==> src/design/bip39_entropy_word_encoder_macros.svh <==
// Assertion macros for the entropy word encoder.
`ifndef BIP39_ENTROPY_WORD_ENCODER_MACROS_SVH
`define BIP39_ENTROPY_WORD_ENCODER_MACROS_SVH
`ifndef SYNTHESIS
`define BIP_ASSERT_IMP(lbl, ant, cons) \
  lbl: assert property (@(posedge clk) disable iff (!rst_n) (ant) |-> (cons)) \
    else $error("implication check failed");
`define BIP_ASSERT_NXT(lbl, ant, cons) \
  lbl: assert property (@(posedge clk) disable iff (!rst_n) (ant) |=> (cons)) \
    else $error("next-cycle check failed");
`else
`define BIP_ASSERT_IMP(lbl, ant, cons)
`define BIP_ASSERT_NXT(lbl, ant, cons)
`endif
`endif

==> src/design/bip39_pkg.sv <==
package bip39_pkg;

  typedef enum logic [2:0] {
    S_LOAD,
    S_INIT,
    S_HASH,
    S_FINISH,
    S_EMIT
  } state_t;

  typedef struct packed {
    logic       wide;
    logic       load_byte;
    logic       init;
    logic       round;
    logic [5:0] round_idx;
    logic       finish;
    logic       emit;
    logic       last;
  } cmd_t;

  typedef struct packed {
    logic out_free;
  } sts_t;

  localparam logic [5:0] NEED_NARROW  = 6'd16;
  localparam logic [5:0] NEED_WIDE    = 6'd32;
  localparam logic [4:0] WORDS_NARROW = 5'd12;
  localparam logic [4:0] WORDS_WIDE   = 5'd24;
  localparam int         IDX_W        = 11;
  localparam logic [7:0] CK_MASK_NARROW = 8'hF0;

  localparam logic [255:0] SHA_IV = {
    32'h6a09e667, 32'hbb67ae85, 32'h3c6ef372, 32'ha54ff53a,
    32'h510e527f, 32'h9b05688c, 32'h1f83d9ab, 32'h5be0cd19
  };

  function automatic logic [31:0] sha_k(input logic [5:0] r);
    logic [31:0] k;
    unique case (r)
      6'd0: k = 32'h428a2f98;  6'd1: k = 32'h71374491;  6'd2: k = 32'hb5c0fbcf;
      6'd3: k = 32'he9b5dba5;  6'd4: k = 32'h3956c25b;  6'd5: k = 32'h59f111f1;
      6'd6: k = 32'h923f82a4;  6'd7: k = 32'hab1c5ed5;  6'd8: k = 32'hd807aa98;
      6'd9: k = 32'h12835b01;  6'd10: k = 32'h243185be; 6'd11: k = 32'h550c7dc3;
      6'd12: k = 32'h72be5d74; 6'd13: k = 32'h80deb1fe; 6'd14: k = 32'h9bdc06a7;
      6'd15: k = 32'hc19bf174; 6'd16: k = 32'he49b69c1; 6'd17: k = 32'hefbe4786;
      6'd18: k = 32'h0fc19dc6; 6'd19: k = 32'h240ca1cc; 6'd20: k = 32'h2de92c6f;
      6'd21: k = 32'h4a7484aa; 6'd22: k = 32'h5cb0a9dc; 6'd23: k = 32'h76f988da;
      6'd24: k = 32'h983e5152; 6'd25: k = 32'ha831c66d; 6'd26: k = 32'hb00327c8;
      6'd27: k = 32'hbf597fc7; 6'd28: k = 32'hc6e00bf3; 6'd29: k = 32'hd5a79147;
      6'd30: k = 32'h06ca6351; 6'd31: k = 32'h14292967; 6'd32: k = 32'h27b70a85;
      6'd33: k = 32'h2e1b2138; 6'd34: k = 32'h4d2c6dfc; 6'd35: k = 32'h53380d13;
      6'd36: k = 32'h650a7354; 6'd37: k = 32'h766a0abb; 6'd38: k = 32'h81c2c92e;
      6'd39: k = 32'h92722c85; 6'd40: k = 32'ha2bfe8a1; 6'd41: k = 32'ha81a664b;
      6'd42: k = 32'hc24b8b70; 6'd43: k = 32'hc76c51a3; 6'd44: k = 32'hd192e819;
      6'd45: k = 32'hd6990624; 6'd46: k = 32'hf40e3585; 6'd47: k = 32'h106aa070;
      6'd48: k = 32'h19a4c116; 6'd49: k = 32'h1e376c08; 6'd50: k = 32'h2748774c;
      6'd51: k = 32'h34b0bcb5; 6'd52: k = 32'h391c0cb3; 6'd53: k = 32'h4ed8aa4a;
      6'd54: k = 32'h5b9cca4f; 6'd55: k = 32'h682e6ff3; 6'd56: k = 32'h748f82ee;
      6'd57: k = 32'h78a5636f; 6'd58: k = 32'h84c87814; 6'd59: k = 32'h8cc70208;
      6'd60: k = 32'h90befffa; 6'd61: k = 32'ha4506ceb; 6'd62: k = 32'hbef9a3f7;
      6'd63: k = 32'hc67178f2;
      default: k = 32'h0;
    endcase
    return k;
  endfunction

  function automatic logic [31:0] rotr(input logic [31:0] x, input int n);
    return (x >> n) | (x << (32 - n));
  endfunction

  function automatic logic [31:0] ssig0(input logic [31:0] x);
    return rotr(x, 7) ^ rotr(x, 18) ^ (x >> 3);
  endfunction

  function automatic logic [31:0] ssig1(input logic [31:0] x);
    return rotr(x, 17) ^ rotr(x, 19) ^ (x >> 10);
  endfunction

  function automatic logic [31:0] bsig0(input logic [31:0] x);
    return rotr(x, 2) ^ rotr(x, 13) ^ rotr(x, 22);
  endfunction

  function automatic logic [31:0] bsig1(input logic [31:0] x);
    return rotr(x, 6) ^ rotr(x, 11) ^ rotr(x, 25);
  endfunction

endpackage

==> src/design/bip39_ctrl.sv <==
`include "bip39_entropy_word_encoder_macros.svh"

module bip39_ctrl #(
  parameter int MAX_ENTROPY_BYTES = 32
) (
  input  logic              clk,
  input  logic              rst_n,
  input  logic              cfg_we,
  input  logic              cfg_word_count_mode,
  input  logic              in_valid,
  output logic              in_stall,
  input  bip39_pkg::sts_t   sts,
  output bip39_pkg::cmd_t   cmd
);

  bip39_pkg::state_t state_r, state_nxt;
  logic       mode_r;
  logic [5:0] bytes_r;
  logic [5:0] rnd_r;
  logic [4:0] words_r;
  logic       wide;
  logic [5:0] need;
  logic [4:0] nwords;

  assign wide   = mode_r && (MAX_ENTROPY_BYTES >= 32);
  assign need   = wide ? bip39_pkg::NEED_WIDE : bip39_pkg::NEED_NARROW;
  assign nwords = wide ? bip39_pkg::WORDS_WIDE : bip39_pkg::WORDS_NARROW;

  always_comb begin
    state_nxt = state_r;
    unique case (state_r)
      bip39_pkg::S_LOAD: begin
        if (in_valid && (bytes_r + 6'd1 == need)) state_nxt = bip39_pkg::S_INIT;
      end
      bip39_pkg::S_INIT: state_nxt = bip39_pkg::S_HASH;
      bip39_pkg::S_HASH: begin
        if (rnd_r == 6'd63) state_nxt = bip39_pkg::S_FINISH;
      end
      bip39_pkg::S_FINISH: state_nxt = bip39_pkg::S_EMIT;
      bip39_pkg::S_EMIT: begin
        if (sts.out_free && (words_r + 5'd1 == nwords)) state_nxt = bip39_pkg::S_LOAD;
      end
      default: state_nxt = bip39_pkg::S_LOAD;
    endcase
  end

  always_comb begin
    cmd           = '0;
    cmd.wide      = wide;
    cmd.round_idx = rnd_r;
    in_stall      = 1'b1;
    unique case (state_r)
      bip39_pkg::S_LOAD: begin
        in_stall      = 1'b0;
        cmd.load_byte = in_valid;
      end
      bip39_pkg::S_INIT:   cmd.init   = 1'b1;
      bip39_pkg::S_HASH:   cmd.round  = 1'b1;
      bip39_pkg::S_FINISH: cmd.finish = 1'b1;
      bip39_pkg::S_EMIT: begin
        cmd.emit = sts.out_free;
        cmd.last = (words_r + 5'd1 == nwords);
      end
      default: in_stall = 1'b1;
    endcase
  end

  always_ff @(posedge clk) begin
    if (!rst_n) begin
      state_r <= bip39_pkg::S_LOAD;
      mode_r  <= 1'b0;
      bytes_r <= '0;
      rnd_r   <= '0;
      words_r <= '0;
    end else begin
      state_r <= state_nxt;
      if (cfg_we) begin
        mode_r  <= cfg_word_count_mode;
        bytes_r <= '0;
      end else if (cmd.init) begin
        bytes_r <= '0;
      end else if (cmd.load_byte) begin
        bytes_r <= bytes_r + 6'd1;
      end
      if (cmd.round) rnd_r <= rnd_r + 6'd1;
      if (cmd.finish) words_r <= '0;
      if (cmd.emit) words_r <= words_r + 5'd1;
    end
  end

  `BIP_ASSERT_IMP(a_emit_free, cmd.emit, sts.out_free)
  `BIP_ASSERT_NXT(a_hash_end, (state_r == bip39_pkg::S_HASH) && (rnd_r == 6'd63),
                  (state_r == bip39_pkg::S_FINISH) && (rnd_r == 6'd0))
  `BIP_ASSERT_IMP(a_words_bound, state_r == bip39_pkg::S_EMIT, words_r < nwords)
  `BIP_ASSERT_IMP(a_bytes_bound, state_r == bip39_pkg::S_LOAD, bytes_r < need)

endmodule

==> src/design/bip39_dp.sv <==
module bip39_dp #(
  parameter int MAX_ENTROPY_BYTES = 32
) (
  input  logic                           clk,
  input  logic                           rst_n,
  input  bip39_pkg::cmd_t                cmd,
  output bip39_pkg::sts_t                sts,
  input  logic [7:0]                     in_entropy_byte,
  output logic                           out_valid,
  input  logic                           out_stall,
  output logic [bip39_pkg::IDX_W-1:0]    out_word_index,
  output logic                           out_last
);

  localparam int SW  = MAX_ENTROPY_BYTES * 8;
  localparam int SRW = SW + 8;

  logic [SW-1:0]  ent_r;
  logic [255:0]   ent256;
  logic [511:0]   blk;
  logic [31:0]    w_r [16];
  logic [31:0]    v_r [8];
  logic [31:0]    w_next, x1, x2;
  logic [SRW-1:0] sr_r;
  logic [7:0]     ck;
  logic           out_valid_r;
  logic [bip39_pkg::IDX_W-1:0] idx_r;
  logic           last_r;

  assign ent256 = 256'(ent_r);
  assign blk = cmd.wide ? {ent256, 32'h80000000, 192'b0, 32'd256}
                        : {ent256[127:0], 32'h80000000, 320'b0, 32'd128};

  assign w_next = w_r[0] + bip39_pkg::ssig0(w_r[1]) + w_r[9] + bip39_pkg::ssig1(w_r[14]);
  assign x1 = v_r[7] + bip39_pkg::bsig1(v_r[4]) + ((v_r[4] & v_r[5]) ^ (~v_r[4] & v_r[6]))
            + bip39_pkg::sha_k(cmd.round_idx) + w_r[0];
  assign x2 = bip39_pkg::bsig0(v_r[0])
            + ((v_r[0] & v_r[1]) ^ (v_r[0] & v_r[2]) ^ (v_r[1] & v_r[2]));
  assign ck = 8'((v_r[0] + bip39_pkg::SHA_IV[255:224]) >> 24);

  always_ff @(posedge clk) begin
    if (cmd.load_byte) ent_r <= {ent_r[SW-9:0], in_entropy_byte};
    if (cmd.init) begin
      for (int i = 0; i < 16; i++) w_r[i] <= blk[511 - 32*i -: 32];
      for (int i = 0; i < 8; i++) v_r[i] <= bip39_pkg::SHA_IV[255 - 32*i -: 32];
    end
    if (cmd.round) begin
      for (int i = 0; i < 15; i++) w_r[i] <= w_r[i+1];
      w_r[15] <= w_next;
      for (int i = 1; i < 8; i++) begin
        if (i != 4) v_r[i] <= v_r[i-1];
      end
      v_r[4] <= v_r[3] + x1;
      v_r[0] <= x1 + x2;
    end
    if (cmd.finish) begin
      if (cmd.wide) sr_r <= SRW'({ent256[255 -: SW], ck});
      else sr_r <= SRW'({ent_r[127:0], ck & bip39_pkg::CK_MASK_NARROW}) << (SRW - 136);
    end
    if (cmd.emit) begin
      sr_r  <= sr_r << bip39_pkg::IDX_W;
      idx_r <= sr_r[SRW-1 -: bip39_pkg::IDX_W];
      last_r <= cmd.last;
    end
  end

  always_ff @(posedge clk) begin
    if (!rst_n) begin
      out_valid_r <= 1'b0;
    end else if (cmd.emit) begin
      out_valid_r <= 1'b1;
    end else if (!out_stall) begin
      out_valid_r <= 1'b0;
    end
  end

  assign sts.out_free   = !out_valid_r || !out_stall;
  assign out_valid      = out_valid_r;
  assign out_word_index = idx_r;
  assign out_last       = last_r;

endmodule

==> src/design/bip39_entropy_word_encoder.sv <==
// Flow: after the last entropy byte come the schedule load, 64 SHA-256 rounds
// on one shared round unit, the checksum fold and the output register.
// Throughput: one byte per cycle while loading, then one word per cycle while
// out_stall allows it; no new bytes are taken until the last word is emitted.
// Reset: synchronous active-low rst_n clears control state and selects 12 words.
module bip39_entropy_word_encoder #(
  parameter int MAX_ENTROPY_BYTES = 32
) (
  input  logic        clk,
  input  logic        rst_n,
  input  logic        cfg_we,
  input  logic        cfg_word_count_mode,
  input  logic        in_valid,
  output logic        in_stall,
  input  logic [7:0]  in_entropy_byte,
  output logic        out_valid,
  input  logic        out_stall,
  output logic [10:0] out_word_index,
  output logic        out_last
);

  // Command and status between the sequencer and the hash/emit datapath.
  bip39_pkg::cmd_t cmd;
  bip39_pkg::sts_t sts;

  // Sequencer: counts bytes, rounds and emitted words; a config write drops
  // any partial load.
  bip39_ctrl #(.MAX_ENTROPY_BYTES(MAX_ENTROPY_BYTES)) u_ctrl (
    .clk                 (clk),
    .rst_n               (rst_n),
    .cfg_we              (cfg_we),
    .cfg_word_count_mode (cfg_word_count_mode),
    .in_valid            (in_valid),
    .in_stall            (in_stall),
    .sts                 (sts),
    .cmd                 (cmd)
  );

  // Datapath: entropy shift store, rolling message schedule, round unit,
  // and the 11-bit slicing shifter feeding the output register.
  bip39_dp #(.MAX_ENTROPY_BYTES(MAX_ENTROPY_BYTES)) u_dp (
    .clk             (clk),
    .rst_n           (rst_n),
    .cmd             (cmd),
    .sts             (sts),
    .in_entropy_byte (in_entropy_byte),
    .out_valid       (out_valid),
    .out_stall       (out_stall),
    .out_word_index  (out_word_index),
    .out_last        (out_last)
  );

endmodule

==> config.mk <==
export PLATFORM = sky130hd
export DESIGN_NAME = bip39_entropy_word_encoder
export DESIGN_NICKNAME = d
export VERILOG_FILES = /design/src/design/bip39_pkg.sv /design/src/design/bip39_ctrl.sv /design/src/design/bip39_dp.sv /design/src/design/bip39_entropy_word_encoder.sv
export VERILOG_INCLUDE_DIRS = /design/src /design/src/design
export SDC_FILE = /design/constraint.sdc
export NUM_CORES = 2
export LEC_CHECK = 0
export ABC_AREA = 1
export BUFFER_PORTS_ARGS = -buffer_cell sky130_fd_sc_hd__buf_2
export CAP_MARGIN = 20
export CORE_MARGIN = 2
export CORE_UTILIZATION = 60
export CTS_BUF_LIST = sky130_fd_sc_hd__clkbuf_2 sky130_fd_sc_hd__clkbuf_4 sky130_fd_sc_hd__clkbuf_8
export DETAILED_ROUTE_END_ITERATION = 12
export PLACE_DENSITY_LB_ADDON = 0.25
export RECOVER_POWER = 100
export SETUP_SLACK_MARGIN = 0.02
export SYNTH_ARGS = -nofsm -noshare
export SYNTH_HDL_FRONTEND = slang
export SYNTH_SLANG_ARGS = --single-unit
==> constraint.sdc <==
create_clock -name clk -period 18.1 [get_ports clk]
set_clock_uncertainty 0.15 [all_clocks]
set_input_delay 1.81 -clock clk [delete_from_list [all_inputs] [get_ports clk]]
set_output_delay 1.81 -clock clk [all_outputs]
set_load 0.005 [all_outputs]
==> metrics list <==
* Final number of setup-violating endpoints: 0
* Area fraction in compound gates after synthesis: 0.0999
* TritonCTS clock tree: done
- The later pin in the worst-skew pair is clocked with a latency of approximately 0.93 ns.
* Shortest clock period the worst path allows after layout: 12.06 ns
* Classification of the worst-slack hold path: register to register
* CP Capture Type: register
- For this run, global-route usage on met1 was measured as 0.565.
- Among all cell types in the netlist, the one instantiated most often is nand2_1.
* Worst reg2reg setup slack: between 6 and 7 ns
* Data required time at the worst endpoint: between 15 and 20 ns
- The die is ~340 um wide.
- In the final design database the tool counted roughly 7200 nets.
* Post-synthesis cell type count: between 50 and 60
* Busiest layer in global routing: met1
- In the routed design, unresolved DRC markers number 0.
- Proportion of layout cells with a drive suffix above 1: 0.0648
* Initial cell density of the core: 0.607
- The share of synthesized area in the top cell type comes to 0.556.
- Combined area of all synthesized cells: about 70000 um2
- For this run, the leading register cell type out of synthesis is edfxtp_1.
- Clk sinks: 1354
- During I/O placement, the number of pins put on the boundary was 28.
* Count of cells along the worst register-to-register path: 11
- Fmax: 82.9 MHz
- In this run the remaining antenna-violating nets after routing total 0.
* Post-Layout Cell Count: approximately 8600
- At the worst endpoint, the arrival time is 12.62 ns.
- Main combinational cell family by area after synthesis: simple AND/OR/NAND/NOR gates
- The startpoint identified for the worst register-to-register timing path is u_ctrl.state_r[0]$_SDFFE_PN0P_.
* Top cells by count, synth: 1645 x nand2_1, 1289 x edfxtp_1, 938 x inv_1, 533 x nor2_1, 497 x o21ai_0
- The routed layout has ~52000 vias.
- Counting the buffers created by CTS gives 216.
- Of the total synthesized cell area, the portion taken by XOR and XNOR cells is 0.0357.
- Hold wc startpoint: u_dp.sr_r[259]$_DFFE_PP_
- The share of the Yosys chip area taken by registers is 0.575.
- The first routing iteration left around 7500 violations.
* Vert. Die Dim: 345 um
- Status: finished, violations left
- Global routing finished with a remaining overflow of 0.
* DR WL/cell: 26.3 um
* Synth Net Count: about 7200
- Entering global routing, the biggest net connects roughly 200 pins.
* Number of global-route vias before repair: between 40000 and 50000
* Die Outline Area: 119000 um2
* Clk Tree Root Cell: clkbuf_8
- Synth top area cells: edfxtp_1 56%, nand2_1 8.9%, fa_1 5.4%
- RSZ-0062 raised after global routing: no
* DRT Pass-1 Iters: 6
* Yosys warns: 0
- Number of H-tree levels: 4
- Post-Route Setup TNS: 0 ns
- HPWL after detailed placement: around 160 mm
* Post-Syn Instances: 6894
* Standard cell core area: 115000 um2
- In this run, synthesis produced a sequential element count of 1354.
* Mux cell area share after synthesis: 0
- Summed over all layers, the routed wires come to 226 mm.
- Met3 Usage GRT: 0.0889
- Share of the cycle needed by the critical path after routing: 0.667
* Overall fraction of global-route tracks in use: 0.379
- Area growth from synthesis to final layout: 8.07%
- The critical path is of the register to register type.
- Sort of element at the start of the critical path: register
- Initial antenna violation count: 13
- Number of rows created at floorplan: between 100 and 150
- Across the run, the number of max-cap violations was 27.
- Transition time of the tightest slew-check pin: 8.76 ns
- Critical-path maximum fanout: 135
* Number of cells on the worst hold path: 0
- In this run, synthesis inferred about 1300 flip-flops with an integrated enable.
- The longest clock path from root to sink contains 3 buffers.
- Hold repair after CTS inserted 0 buffers.
- Area share of and/or/nand/nor cells after synthesis: 0.142
- Global routing usage on met2: 0.537
- A synthesized cell averages slightly above 10 um2.
- Placed Cells incl. Taps: slightly above 8000
* Global-route wire length before repair: around 320 mm
- Share of synthesized registers carrying an async set or reset: 0
* Area share of fa/ha/maj cells after synthesis: 0.0796
- In the routed layout, each cell is associated on average with a via count of just over 6.
- The checks that failed: max-capacitance violations, max-slew violations.
* Cell type with the highest aggregate area in the netlist: edfxtp_1
* Worst hold path endpoint: u_dp.out_word_index[6]$_DFFE_PP_
- Routability-driven placement finished with a final weighted congestion of slightly above 1.
- Reg clk slew, reported paths: roughly 0.060 ns
- After clock tree synthesis, the setup repair step added 0 buffers.
- Max-slew violation total from the final report: roughly 2000
- Port Buffer Count: 27
* Max-Slew Margin vs Limit: -4.84
- PostCTS Resize Cnt: 0
- The total count of hold-check failures in the final report came to 0.
-- critical path: stages, from the launching register on --
cell        delay, ns
dfxtp_1          0.32
inv_1            0.10
nand3_1          1.38
clkinvlp_2       4.73
nand2_1          0.90
nand3_1          1.50
inv_1            1.16
nand2_1          0.25
nand2_1          0.14
a21boi_0         0.28
o21ai_0          0.18
o21ai_0          0.67
-- state kept, by name (all words and copies together), names as in the netlist, named ones only --
register	flops
u_ctrl.bytes_r	6
u_ctrl.mode_r	1
u_ctrl.rnd_r	6
u_ctrl.state_r	3
u_ctrl.words_r	5
u_dp.ent256	256
u_dp.out_last	1
u_dp.out_valid	1
u_dp.out_word_index	11
u_dp.sr_r	264
u_dp.v_r	256
u_dp.w_r	512
-- placed cells by master (no fill, tap or decap), types with 9 or more instances in the layout --
master    synthesis  routed
nand2_1        1645    1645
edfxtp_1       1289    1289
inv_1           938     937
nor2_1          533     533
o21ai_0         497     507
a21oi_1         275     276
clkbuf_8          0     228
nand3_1         194     197
fa_1            187     187
xor2_1          152     152
ha_1            144     144
a31oi_1         139     139
xnor2_1         132     132
a22o_1          128     128
clkbuf_4          0      82
dfxtp_1          65      65
clkinv_1          1      44
or2_2            40      40
clkbuf_1        243      36
nor3_1           31      30
nand4_1          24      24
o211ai_1         24      24
o21a_1           24      24
clkinv_2          0      24
a21o_1           22      22
buf_4             5      18
o21bai_1         11      11
o21ai_1          21      11
buf_2            36      10
o221ai_1          9       9
-- worst max-delay path by stage --
stage	from	end	depth (start not counted)
5_1_grt	u_ctrl.state_r[0]$_SDFFE_PN0P_	u_dp.w_r[0][16]$_DFFE_PP_	7
3_5_place_dp	u_dp.v_r[4][1]$_SDFFCE_PN1P_	u_dp.v_r[0][30]$_SDFFCE_PN1P_	25
3_3_place_gp	u_dp.v_r[4][1]$_SDFFCE_PN1P_	u_dp.v_r[0][30]$_SDFFCE_PN1P_	25
2_1_floorplan	in_valid	u_ctrl.bytes_r[1]$_SDFFE_PP0P_	5
6_report	u_ctrl.state_r[0]$_SDFFE_PN0P_	register	11
4_1_cts	u_dp.v_r[4][1]$_SDFFCE_PN1P_	u_dp.v_r[0][30]$_SDFFCE_PN1P_	25
-- layout make-up --
| cell class | count | area, um2 |
|---|---|---|
| clock buffers | 310 | 3750 |
| clock inverters | 91 | 763 |
| repair buffers | 68 | 408 |
| fillers | 9005 | 39400 |
| multi-input cells | 4295 | 24900 |
| inverters | 950 | 3570 |
| flip-flops and latches | 1354 | 40000 |
| diodes | 2 | 5.00 |
| well taps | 1512 | 1890 |
-- through the flow --
step / hold slack, ns / setup slack [ns] / cell area, um2 / utilization
CTS: 0.269 / 11.19 / 75400 / 0.658
floorplan: 0.250 / 3.27 / 69600 / -
global placement: 0.254 / 11.12 / 70900 / 0.618
global route: 0.283 / 5.36 / 75300 / 0.656
finish: 0.270 / 6.04 / 75300 / 0.656
detailed placement: 0.256 / 11.19 / 70900 / 0.618
-- kinds of logic (layout without fill, tap and decap cells) --
| kind of cell | after synthesis | in the layout |
|---|---|---|
| AND/OR/NAND/NOR | 2492 | 2492 |
| flip-flops | 1354 | 1354 |
| buffers and inverters | 1245 | 1419 |
| AO/OA/AOI/OAI | 1188 | 1188 |
| adder cells (fa/ha/maj) | 331 | 331 |
| XOR/XNOR | 284 | 284 |
| other | 0 | 2 |
-- metal layers --
layer / wire length (um) / share of wire
met1: 91700 / 0.41
met2: 95900 / 0.43
met3: 27600 / 0.12
met4: 10300 / 0.046
met5: 27 / 0.00012
Power is not shown: default switching activity piles up to over one toggle a cycle in this logic, so the estimate is an artifact.
